==> src/hw/rtl/nsh_pkg.sv <==
// shared types and constants for the nsec3 iterated sha-1 hash engine
package nsh_pkg;

	localparam int MaxSaltBytes = 32;
	localparam int MaxNameBytes = 255;

	localparam logic [7:0] AlgSha1     = 8'd1;
	localparam logic [7:0] WildLenByte = 8'h01;
	localparam logic [7:0] WildStar    = 8'h2a;

	localparam logic [2:0] CfgAlgorithm = 3'd0;
	localparam logic [2:0] CfgIterCount = 3'd1;
	localparam logic [2:0] CfgSaltLen   = 3'd2;
	localparam logic [2:0] CfgSaltA     = 3'd3;
	localparam logic [2:0] CfgSaltB     = 3'd4;
	localparam logic [2:0] CfgSaltC     = 3'd5;
	localparam logic [2:0] CfgSaltD     = 3'd6;

	typedef struct packed {
		logic [7:0] name_byte;
		logic       wildcard_req;
		logic       last_byte;
	} in_item_t;

	typedef struct packed {
		logic [31:0] digest_word;
		logic        status;
		logic        last_word;
	} out_item_t;

	// core control: start a compression or return the chain to the initial vector; core reports done
	typedef struct packed {
		logic start;
		logic init;
	} core_ctl_t;

	localparam logic [159:0] ShaIv =
		160'h67452301_efcdab89_98badcfe_10325476_c3d2e1f0;

endpackage

==> src/hw/rtl/nsec3_iterated_sha1_hash.sv <==
// nsec3 owner-name hash engine: top level with byte sequencer and sha-1 core
//  channel | dir | handshake      | payload
//  in      | in  | valid / stall  | name_byte, wildcard_req, last_byte
//  out     | out | valid / stall  | digest_word, status, last_word
//  cfg     | in  | valid / ready  | index, data (64 bits)
// a name byte is taken whenever the input is not stalled; a wildcard first byte is
// stored as 0x01, '*' and the byte; each full 64-byte block stalls the input while
// the core compresses it. after the last byte salt is absorbed one byte a cycle while
// the core is idle, then a padding block and a length block where needed; each rehash
// absorbs the digest and salt again. reset returns to the start of a name; input
// stalls outside name state or while the core works; five words (one on error) leave via the output register.
module nsec3_iterated_sha1_hash #(
	parameter int MAX_SALT_BYTES = nsh_pkg::MaxSaltBytes,
	parameter int MAX_NAME_BYTES = nsh_pkg::MaxNameBytes
) (
	input  logic              clk,
	input  logic              arst_n,
	input  logic              in_valid,
	output logic              in_stall,
	input  nsh_pkg::in_item_t in_data,
	output logic              out_valid,
	input  logic              out_stall,
	output nsh_pkg::out_item_t out_data,
	input  logic              cfg_valid,
	output logic              cfg_ready,
	input  logic [2:0]        cfg_index,
	input  logic [63:0]       cfg_data
);

	typedef enum logic [3:0] {
		S_NAME, S_WILD2, S_WAIT, S_SALT, S_PAD, S_LEN, S_REHASH, S_OUT, S_ERR
	} state_t;

	state_t       state_q, ret_q;
	logic [7:0]   alg_q;
	logic [15:0]  iter_q, rounds_q;
	logic [5:0]   slen_q;
	logic [255:0] salt_q;
	logic [511:0] buf_q;
	logic [511:0] pad_blk;
	logic [12:0]  bits_q;
	logic         start_q, first_q;
	logic [8:0]   nbytes_q;
	logic [5:0]   sidx_q;
	logic [4:0]   didx_q;
	logic [2:0]   oidx_q;
	logic [159:0] dig_q;
	logic         last_pend_q;
	nsh_pkg::core_ctl_t ctl;
	logic         core_busy, core_done;
	logic [159:0] chain;
	logic         ov_q;
	nsh_pkg::out_item_t od_q;
	logic [5:0]   slen_eff;
	logic [5:0]   pos;
	logic         in_acc;

	assign slen_eff = (slen_q > 6'(MAX_SALT_BYTES)) ? 6'(MAX_SALT_BYTES) : slen_q;
	assign pos = bits_q[8:3];
	assign in_stall = !(state_q == S_NAME) || core_busy || start_q;
	assign in_acc = in_valid && !in_stall;
	assign cfg_ready = 1'b1;

	nsh_sha1_core u_core (
		.clk(clk), .arst_n(arst_n), .ctl(ctl), .block(buf_q),
		.busy(core_busy), .done(core_done), .chain(chain)
	);

	// chain returns to the initial vector while the digest is taken or fed back for a rehash, or a name is dropped
	logic         iv_req_q;
	logic [159:0] use_chain;
	assign use_chain = chain;

	assign ctl.start = start_q;
	assign ctl.init  = iv_req_q || (state_q == S_ERR);

	// padding block: end marker, zero fill and bit length where it fits; else S_LEN adds a length block
	always_comb begin
		pad_blk = buf_q;
		for (int i = 0; i < 64; i++) begin
			if (i == int'(pos)) begin
				pad_blk[511 - 8*i -: 8] = 8'h80;
			end else if (i > int'(pos)) begin
				pad_blk[511 - 8*i -: 8] = 8'h00;
			end
		end
		if (pos < 6'd56) begin
			pad_blk[15:0] = {3'd0, bits_q};
		end
	end

	always_ff @(posedge clk or negedge arst_n) begin
		if (!arst_n) begin
			alg_q  <= nsh_pkg::AlgSha1;
			iter_q <= '0;
			slen_q <= '0;
			salt_q <= '0;
		end else if (cfg_valid) begin
			unique case (cfg_index)
				nsh_pkg::CfgAlgorithm: alg_q <= cfg_data[7:0];
				nsh_pkg::CfgIterCount: iter_q <= cfg_data[15:0];
				nsh_pkg::CfgSaltLen:   slen_q <= cfg_data[5:0];
				nsh_pkg::CfgSaltA:     salt_q[255:192] <= cfg_data;
				nsh_pkg::CfgSaltB:     salt_q[191:128] <= cfg_data;
				nsh_pkg::CfgSaltC:     salt_q[127:64] <= cfg_data;
				nsh_pkg::CfgSaltD:     salt_q[63:0] <= cfg_data;
				default: ;
			endcase
		end
	end

	always_ff @(posedge clk or negedge arst_n) begin
		if (!arst_n) begin
			state_q  <= S_NAME;
			ret_q    <= S_NAME;
			bits_q   <= '0;
			start_q  <= 1'b0;
			first_q  <= 1'b1;
			nbytes_q <= '0;
			sidx_q   <= '0;
			didx_q   <= '0;
			oidx_q   <= '0;
			rounds_q <= '0;
			ov_q     <= 1'b0;
			last_pend_q <= 1'b0;
			iv_req_q <= 1'b0;
		end else begin
			start_q <= 1'b0;
			if (ov_q && !out_stall) ov_q <= 1'b0;
			unique case (state_q)
				S_NAME: begin
					if (in_acc) begin
						first_q <= 1'b0;
						last_pend_q <= in_data.last_byte;
						if (first_q && in_data.wildcard_req) begin
							buf_q[511 - 8*pos -: 8] <= nsh_pkg::WildLenByte;
							bits_q <= bits_q + 13'd8;
							if (pos == 6'd63) start_q <= 1'b1;
							dig_q[7:0] <= in_data.name_byte;
							state_q <= S_WILD2;
						end else begin
							if (nbytes_q < 9'(MAX_NAME_BYTES)) begin
								nbytes_q <= nbytes_q + 9'd1;
								buf_q[511 - 8*pos -: 8] <= in_data.name_byte;
								bits_q <= bits_q + 13'd8;
								if (pos == 6'd63) start_q <= 1'b1;
							end
							if (in_data.last_byte) begin
								state_q <= S_WAIT;
								ret_q <= (alg_q != nsh_pkg::AlgSha1) ? S_ERR : S_SALT;
								sidx_q <= '0;
							end
						end
					end
				end
				S_WILD2: begin
					if (!core_busy && !start_q) begin
						buf_q[511 - 8*pos -: 8] <= (didx_q == 5'd0) ? nsh_pkg::WildStar
							: dig_q[7:0];
						bits_q <= bits_q + 13'd8;
						if (pos == 6'd63) start_q <= 1'b1;
						if (didx_q == 5'd0) begin
							didx_q <= 5'd1;
						end else begin
							didx_q <= '0;
							nbytes_q <= 9'd1;
							if (last_pend_q) begin
								state_q <= S_WAIT;
								ret_q <= (alg_q != nsh_pkg::AlgSha1) ? S_ERR : S_SALT;
								sidx_q <= '0;
							end else begin
								state_q <= S_NAME;
							end
						end
					end
				end
				S_WAIT: begin
					if (!core_busy && !start_q) state_q <= ret_q;
				end
				S_SALT: begin
					if (!core_busy && !start_q) begin
						if (sidx_q == slen_eff) begin
							state_q <= S_PAD;
						end else begin
							buf_q[511 - 8*pos -: 8] <= salt_q[255 - 8*sidx_q[4:0] -: 8];
							bits_q <= bits_q + 13'd8;
							sidx_q <= sidx_q + 6'd1;
							if (pos == 6'd63) start_q <= 1'b1;
						end
					end
				end
				S_PAD: begin
					if (!core_busy && !start_q) begin
						buf_q <= pad_blk;
						start_q <= 1'b1;
						state_q <= (pos > 6'd55) ? S_LEN : S_REHASH;
					end
				end
				S_LEN: begin
					if (!core_busy && !start_q) begin
						buf_q <= {496'd0, 3'd0, bits_q};
						start_q <= 1'b1;
						state_q <= S_REHASH;
						rounds_q <= rounds_q;
					end
				end
				S_REHASH: begin
					if (!core_busy && !start_q) begin
						if (!iv_req_q) begin
							iv_req_q <= 1'b1;
							rounds_q <= (rounds_q == 16'd0 && ret_q == S_SALT)
								? iter_q : rounds_q;
							ret_q <= S_REHASH;
						end else if (rounds_q == 16'd0) begin
							state_q <= S_OUT;
							dig_q <= use_chain;
							oidx_q <= '0;
							iv_req_q <= 1'b0;
						end else begin
							rounds_q <= rounds_q - 16'd1;
							buf_q[511:352] <= use_chain;
							bits_q <= 13'd160;
							sidx_q <= '0;
							state_q <= S_SALT;
							iv_req_q <= 1'b0;
						end
					end
				end
				S_OUT: begin
					if (!ov_q || !out_stall) begin
						ov_q <= 1'b1;
						od_q.digest_word <= dig_q[159 - 32*oidx_q -: 32];
						od_q.status <= 1'b0;
						od_q.last_word <= (oidx_q == 3'd4);
						oidx_q <= oidx_q + 3'd1;
						if (oidx_q == 3'd4) begin
							state_q <= S_NAME;
							bits_q <= '0;
							first_q <= 1'b1;
							nbytes_q <= '0;
							rounds_q <= '0;
							ret_q <= S_NAME;
						end
					end
				end
				S_ERR: begin
					if (!ov_q || !out_stall) begin
						ov_q <= 1'b1;
						od_q <= '{digest_word: 32'd0, status: 1'b1, last_word: 1'b1};
						state_q <= S_NAME;
						bits_q <= '0;
						first_q <= 1'b1;
						nbytes_q <= '0;
						ret_q <= S_NAME;
					end
				end
				default: state_q <= S_NAME;
			endcase
		end
	end

	assign out_valid = ov_q;
	assign out_data  = od_q;

	a_no_accept_busy: assert property (@(posedge clk) disable iff (!arst_n)
		core_busy |-> !in_acc) else $error("input accepted during compression");
	a_out_hold: assert property (@(posedge clk) disable iff (!arst_n)
		(ov_q && out_stall) |=> ov_q) else $error("result dropped");
	a_start_idle: assert property (@(posedge clk) disable iff (!arst_n)
		start_q |-> !core_busy) else $error("core restarted while busy");
	a_done_idle: assert property (@(posedge clk) disable iff (!arst_n)
		core_done |-> !core_busy) else $error("core busy after its last round");

endmodule

==> src/hw/rtl/nsh_sha1_core.sv <==
// sha-1 compression core, one round per cycle with a rolling 16-word schedule
module nsh_sha1_core (
	input  logic           clk,
	input  logic           arst_n,
	input  nsh_pkg::core_ctl_t ctl,
	input  logic [511:0]   block,
	output logic           busy,
	output logic           done,
	output logic [159:0]   chain
);

	logic [31:0] w_q [16];
	logic [31:0] a_q, b_q, c_q, d_q, e_q;
	logic [6:0]  rnd_q;
	logic        busy_q;
	logic        done_q;
	logic [159:0] chain_q;
	logic [31:0] f, k, t, wn, wcur;

	assign wcur = w_q[0];
	assign wn = {w_q[13] ^ w_q[8] ^ w_q[2] ^ w_q[0]} << 1 |
		{31'd0, w_q[13][31] ^ w_q[8][31] ^ w_q[2][31] ^ w_q[0][31]};

	always_comb begin
		if (rnd_q < 7'd20) begin
			f = (b_q & c_q) | (~b_q & d_q);
			k = 32'h5a827999;
		end else if (rnd_q < 7'd40) begin
			f = b_q ^ c_q ^ d_q;
			k = 32'h6ed9eba1;
		end else if (rnd_q < 7'd60) begin
			f = (b_q & c_q) | (b_q & d_q) | (c_q & d_q);
			k = 32'h8f1bbcdc;
		end else begin
			f = b_q ^ c_q ^ d_q;
			k = 32'hca62c1d6;
		end
		t = {a_q[26:0], a_q[31:27]} + f + e_q + k + wcur;
	end

	always_ff @(posedge clk or negedge arst_n) begin
		if (!arst_n) begin
			busy_q  <= 1'b0;
			done_q  <= 1'b0;
			rnd_q   <= '0;
			chain_q <= nsh_pkg::ShaIv;
		end else begin
			done_q <= 1'b0;
			if (ctl.init) begin
				chain_q <= nsh_pkg::ShaIv;
			end
			if (ctl.start && !busy_q) begin
				busy_q <= 1'b1;
				rnd_q  <= '0;
				for (int i = 0; i < 16; i++) begin
					w_q[i] <= block[511 - 32*i -: 32];
				end
				a_q <= chain_q[159:128];
				b_q <= chain_q[127:96];
				c_q <= chain_q[95:64];
				d_q <= chain_q[63:32];
				e_q <= chain_q[31:0];
			end else if (busy_q) begin
				for (int i = 0; i < 15; i++) begin
					w_q[i] <= w_q[i+1];
				end
				w_q[15] <= wn;
				e_q <= d_q;
				d_q <= c_q;
				c_q <= {b_q[1:0], b_q[31:2]};
				b_q <= a_q;
				a_q <= t;
				rnd_q <= rnd_q + 7'd1;
				if (rnd_q == 7'd79) begin
					busy_q <= 1'b0;
					done_q <= 1'b1;
					chain_q <= {chain_q[159:128] + t, chain_q[127:96] + a_q,
						chain_q[95:64] + {b_q[1:0], b_q[31:2]},
						chain_q[63:32] + c_q, chain_q[31:0] + d_q};
				end
			end
		end
	end

	assign busy  = busy_q;
	assign done  = done_q;
	assign chain = chain_q;

endmodule
==> config.mk <==
export PLATFORM = sky130hd
export DESIGN_NAME = nsec3_iterated_sha1_hash
export DESIGN_NICKNAME = d
export VERILOG_FILES = /design/src/hw/rtl/nsh_pkg.sv /design/src/hw/rtl/nsec3_iterated_sha1_hash.sv /design/src/hw/rtl/nsh_sha1_core.sv
export SDC_FILE = /design/constraint.sdc
export NUM_CORES = 2
export LEC_CHECK = 0
export ABC_AREA = 1
export CAP_MARGIN = 20
export CORE_ASPECT_RATIO = 0.8
export CORE_UTILIZATION = 35
export CTS_CLUSTER_DIAMETER = 40
export DETAILED_ROUTE_END_ITERATION = 6
export DONT_BUFFER_PORTS = 1
export GPL_TIMING_DRIVEN = 1
export PLACE_DENSITY = 0.45
export SYNTH_ARGS = -nofsm -noshare
export SYNTH_HDL_FRONTEND = slang
export SYNTH_SLANG_ARGS = --single-unit
==> constraint.sdc <==
create_clock -name clk -period 42 [get_ports clk]
set_input_delay 12.6 -clock clk [delete_from_list [all_inputs] [get_ports clk]]
set_output_delay 12.6 -clock clk [all_outputs]
set_load 0.02 [all_outputs]
==> results.md <==
Die:
- The horizontal die dimension is between 600 and 700 um.
- The row count is between 150 and 200.
- The die area is roughly 340000 um2.
- The chip height is ~520 um.
- The initial standard-cell utilization of the core is 35.2%.
- The number of primary I/O pins is between 100 and 150.
- The total area inside the core boundary comes to 332000 um2.

Global route:
- The total overflow reported by the global router is 0.
- The met1 track utilization from global routing is 52.0%.
- Entering global routing, the biggest net connects 250 pins.
- The number of global-route vias before repair is between 100k and 150k.
- The layer with the highest usage is met1.
- The number of antenna violations at the first check in global routing was 63.
- The met2 global-route usage is about 48%.
- Global routing used a little over a third of the available tracks across all layers.
- The first global-routing pass estimated 847000 um of wire.
- Global routing used about an eighth of the available met3 tracks.

Synth:
- Sequential elements use 46.5% of the synthesized area.
- Synthesis produced 14700 cells.
- In the synthesized netlist the dominant register cell turns out to be sky130_fd_sc_hd__edfxtp_1.
- The synthesized netlist occupies a cell area of 117000 um2.
- The number of warnings issued by yosys is 0.
- The count of distinct cell types in the synthesized netlist is 67.
- When the netlist entered floorplanning its net count stood at 15100.
- The async set-reset flop share out of synthesis is approximately 27%.
- Yosys mapped a number of flops with a built-in enable equal to roughly 1400.
- Counting flops and latches in the post-synthesis netlist gives approximately 1900.
- The mean instance size in the synthesized netlist is 7.97 um2.

Setup path:
- The kind of end point of the critical path is a register.
- At the worst endpoint, the arrival time is 17.33 ns.
- The worst setup path is of the in -> reg kind.
- STA puts the critical path data required time at between 40 and 50 ns.
- The critical path startpoint category is a primary input.
- The worst reg2reg path depth is 27.
- In this run the worst path has a maximum fanout of 186.

Clocking:
- Clock latency on the worst-skew pair, taken at its later pin, is 1.00 ns.
- Clock-pin slew was measured on the worst setup and hold paths at about 0.050 ns.
- The number of cells upsized or downsized after cts is 0.
- Clock tree synthesis found a total of around 1900 sinks.
- The total of hold buffers inserted after clock tree synthesis is 0.
- The clock passes through at most 4 buffers.
- TritonCTS built the clock tree.
- The number of buffers inserted during clock tree synthesis is 380.
- Post-CTS timing repair inserted 0 buffers for setup.
- The library cell used as clock root buffer is sky130_fd_sc_hd__clkbuf_16.
- The level count of the clock H-tree is 5.

Layout:
- The layout has around 34000 filler cells.
- In the layout the commonest cells are 3760 x sky130_fd_sc_hd__nand2_1, 1399 x sky130_fd_sc_hd__inv_1, 1378 x sky130_fd_sc_hd__edfxtp_1.
- In the final layout, the multi-input gates occupy between 50000 and 60000 um2.
- After the last flow step, the layout net total stands at 15000.
- The storage element area is 54300 um2.
- Cells with a size suffix above 1 make up between 8 and 9% of the layout.
- The utilization after layout is between 40% and 50%.
- Leaving out fill and tap cells, the most frequent cell in the layout is sky130_fd_sc_hd__nand2_1.
- The post-layout instance area is ~130000 um2.
- The finished layout holds slightly below 20000 standard cells, fillers aside.
- The area growth from synthesis to layout is 14.9%.

Timing:
- The worst setup slack after layout is 25.24 ns.
- Setup repair after global routing left no endpoint under its margin.
- Hold is met by around 0.48 ns.
- The max-slew violation total from the final report is 0.
- At the pin with the least slew margin, the transition time is about 1.4 ns.
- The shortest period the worst path allows is around 17 ns.
- The count of endpoints failing hold in the final timing report is 0.
- The final critical-path share of the clock period is between 30% and 40%.
- The clock skew after layout is 0.0687 ns.
- Setup violations remaining at the end of the flow were counted as 0.
- The highest clock frequency the design can meet is 59.7 MHz.
- Measured against its own limit, the worst slew margin works out to 9.98%.
- The total negative slack is 0 ns.

Route:
- The length of the first detailed-routing pass in iterations is 7.
- In the routed layout, each cell is associated on average with a via count of between 5 and 6.
- The final wirelength is 626000 um.
- The number of nets still failing antenna checks after routing is 0.
- The detailed router placed about 110k vias in this run.
- After detailed routing, the number of remaining DRC violations is 0.
- The detailed router finished its first iteration with roughly 18000 violations.
- The routed wirelength normalized by instance count is roughly 32 um.

Placed design:
- Before CTS, the worst setup slack after placement is about 24 ns.
- The detailed placement HPWL is 452000 um.
- In this run the tool buffered the top-level ports with 0 buffer cells.
- The number of placed instances with taps included is 18500.
- The total placed instance area is between 100000 and 150000 um2.
- The last weighted congestion value of the routability-driven placer is 1.00.

Power:
- The maximum ir drop on the vdd rail is a little over 0.06 mV.
- Summed over all cells, the static leakage comes to 53.3 nW.
- The post-layout total power is between 7 and 8 mW.
- For this design the ratio of total power to cell area is ~60 nW/um2.

Run:
- The number of violations of the max-capacitance limit is 0.

Worst hold path:
- The instance count along the most critical hold path is 2.
- The worst hold path belongs to the class reg -> reg.

Run status:
- The run finished with clean final reports.
[path summary, 6_finish.rpt]
kind,startpoint,endpoint,slack [ns]
worst max-delay path,arst_n,u_core.w_q[1][134]$_DFFE_PP_,25.24
worst min-delay path,salt_q[202]$_DFFE_PN0P_,salt_q[202]$_DFFE_PN0P_,0.48
worst max register to register,u_core.rnd_q[4]$_DFFE_PN0N_,u_core.chain[155]$_DFF_PN0_,32.57
worst min register to register,salt_q[202]$_DFFE_PN0P_,salt_q[202]$_DFFE_PN0P_,0.48
max in group asynchronous,arst_n,salt_q[226]$_DFFE_PN0P_,28.04
min in group asynchronous,arst_n,u_core.chain[61]$_DFF_PN0_,11.34
[cell families (layout without fill, tap and decap cells)]
group                      count (synthesis)  in the layout  synth area share (%)
AOI/OAI and AO/OA                       3048           3048                  14.6
xor gates and xnor gates                 183            183                  1.37
adders and majority gates                361            361                  4.66
buffers and inverters                   2233           2400                  7.45
DFF                                     1890           1890                  46.5
muxes                                    116            116                  1.12
other                                      1             38               0.00321
and+or+nand+nor                         6830           6830                  24.3
[worst max-delay path, cell delays in order]
cell	delay, ns
sky130_fd_sc_hd__buf_16	0.60
sky130_fd_sc_hd__inv_1	0.61
sky130_fd_sc_hd__nor2_4	0.53
sky130_fd_sc_hd__buf_4	0.79
sky130_fd_sc_hd__buf_4	0.66
sky130_fd_sc_hd__buf_4	0.86
[layer usage]
metal  vias to the layer above  share of wire [%]
met5                         -              0.078
met4                        36                5.1
met3                      1226                 13
met2                      7427                 39
met1                     56400                 43
li1                      49600                  -
[state kept, by name, summed over array words and instances, names as in the netlist, 32 cells and up]
signal / cells
buf_q: 512
dig_q: 160
out_data: 34
salt_q: 256
u_core.a_q: 32
u_core.b_q: 32
u_core.c_q: 32
u_core.chain: 160
u_core.d_q: 32
u_core.e_q: 32
u_core.w_q: 512
[cell type report]
type	instances	area share [%]
Antenna cell	37	0.0690
Clock buffer	445	7.47
Clock inverter	256	2.04
Inverter	1451	4.09
Multi-Input combinational cell	10500	40.3
Sequential cell	1890	40.4
Tap cell	4393	4.09
Timing Repair Buffer	248	1.51
[cell usage after synthesis, types with 28 or more instances]
cell | n | area (um2)
sky130_fd_sc_hd__a22oi_1 | 29 | 218
sky130_fd_sc_hd__mux2_2 | 114 | 1280
sky130_fd_sc_hd__o211ai_1 | 129 | 968
sky130_fd_sc_hd__nor3_1 | 92 | 460
sky130_fd_sc_hd__clkbuf_1 | 540 | 2030
sky130_fd_sc_hd__edfxtp_1 | 1378 | 41400
sky130_fd_sc_hd__inv_2 | 28 | 105
sky130_fd_sc_hd__or2_2 | 105 | 657
sky130_fd_sc_hd__buf_2 | 161 | 806
sky130_fd_sc_hd__nor2_1 | 1343 | 5040
sky130_fd_sc_hd__o21ai_0 | 1315 | 6580
sky130_fd_sc_hd__fa_1 | 124 | 2480
sky130_fd_sc_hd__a21oi_1 | 811 | 4060
sky130_fd_sc_hd__inv_1 | 1406 | 5280
sky130_fd_sc_hd__xnor2_1 | 132 | 1160
sky130_fd_sc_hd__dfstp_2 | 82 | 2150
sky130_fd_sc_hd__o2111ai_1 | 50 | 438
sky130_fd_sc_hd__a21o_1 | 33 | 248
sky130_fd_sc_hd__ha_1 | 237 | 2970
sky130_fd_sc_hd__o21ai_1 | 74 | 370
sky130_fd_sc_hd__o22ai_1 | 417 | 2610
sky130_fd_sc_hd__dfrtp_1 | 430 | 10800
sky130_fd_sc_hd__nand4_1 | 217 | 1360
sky130_fd_sc_hd__buf_1 | 52 | 195
sky130_fd_sc_hd__nand3_1 | 1189 | 5950
sky130_fd_sc_hd__xor2_1 | 51 | 447
sky130_fd_sc_hd__nand2_1 | 3777 | 14200
sky130_fd_sc_hd__o21bai_1 | 47 | 353
[report_power, final]
group / switching [mW] / total, mW / internal [mW] / leakage [nW]
registers: 0.135 / 2.31 / 2.18 / 17.3
logic: 1.75 / 2.49 / 0.747 / 29.9
clock network: 1.18 / 3.09 / 1.91 / 6.16
No activity file was read; power rests on OpenSTA's default activity.
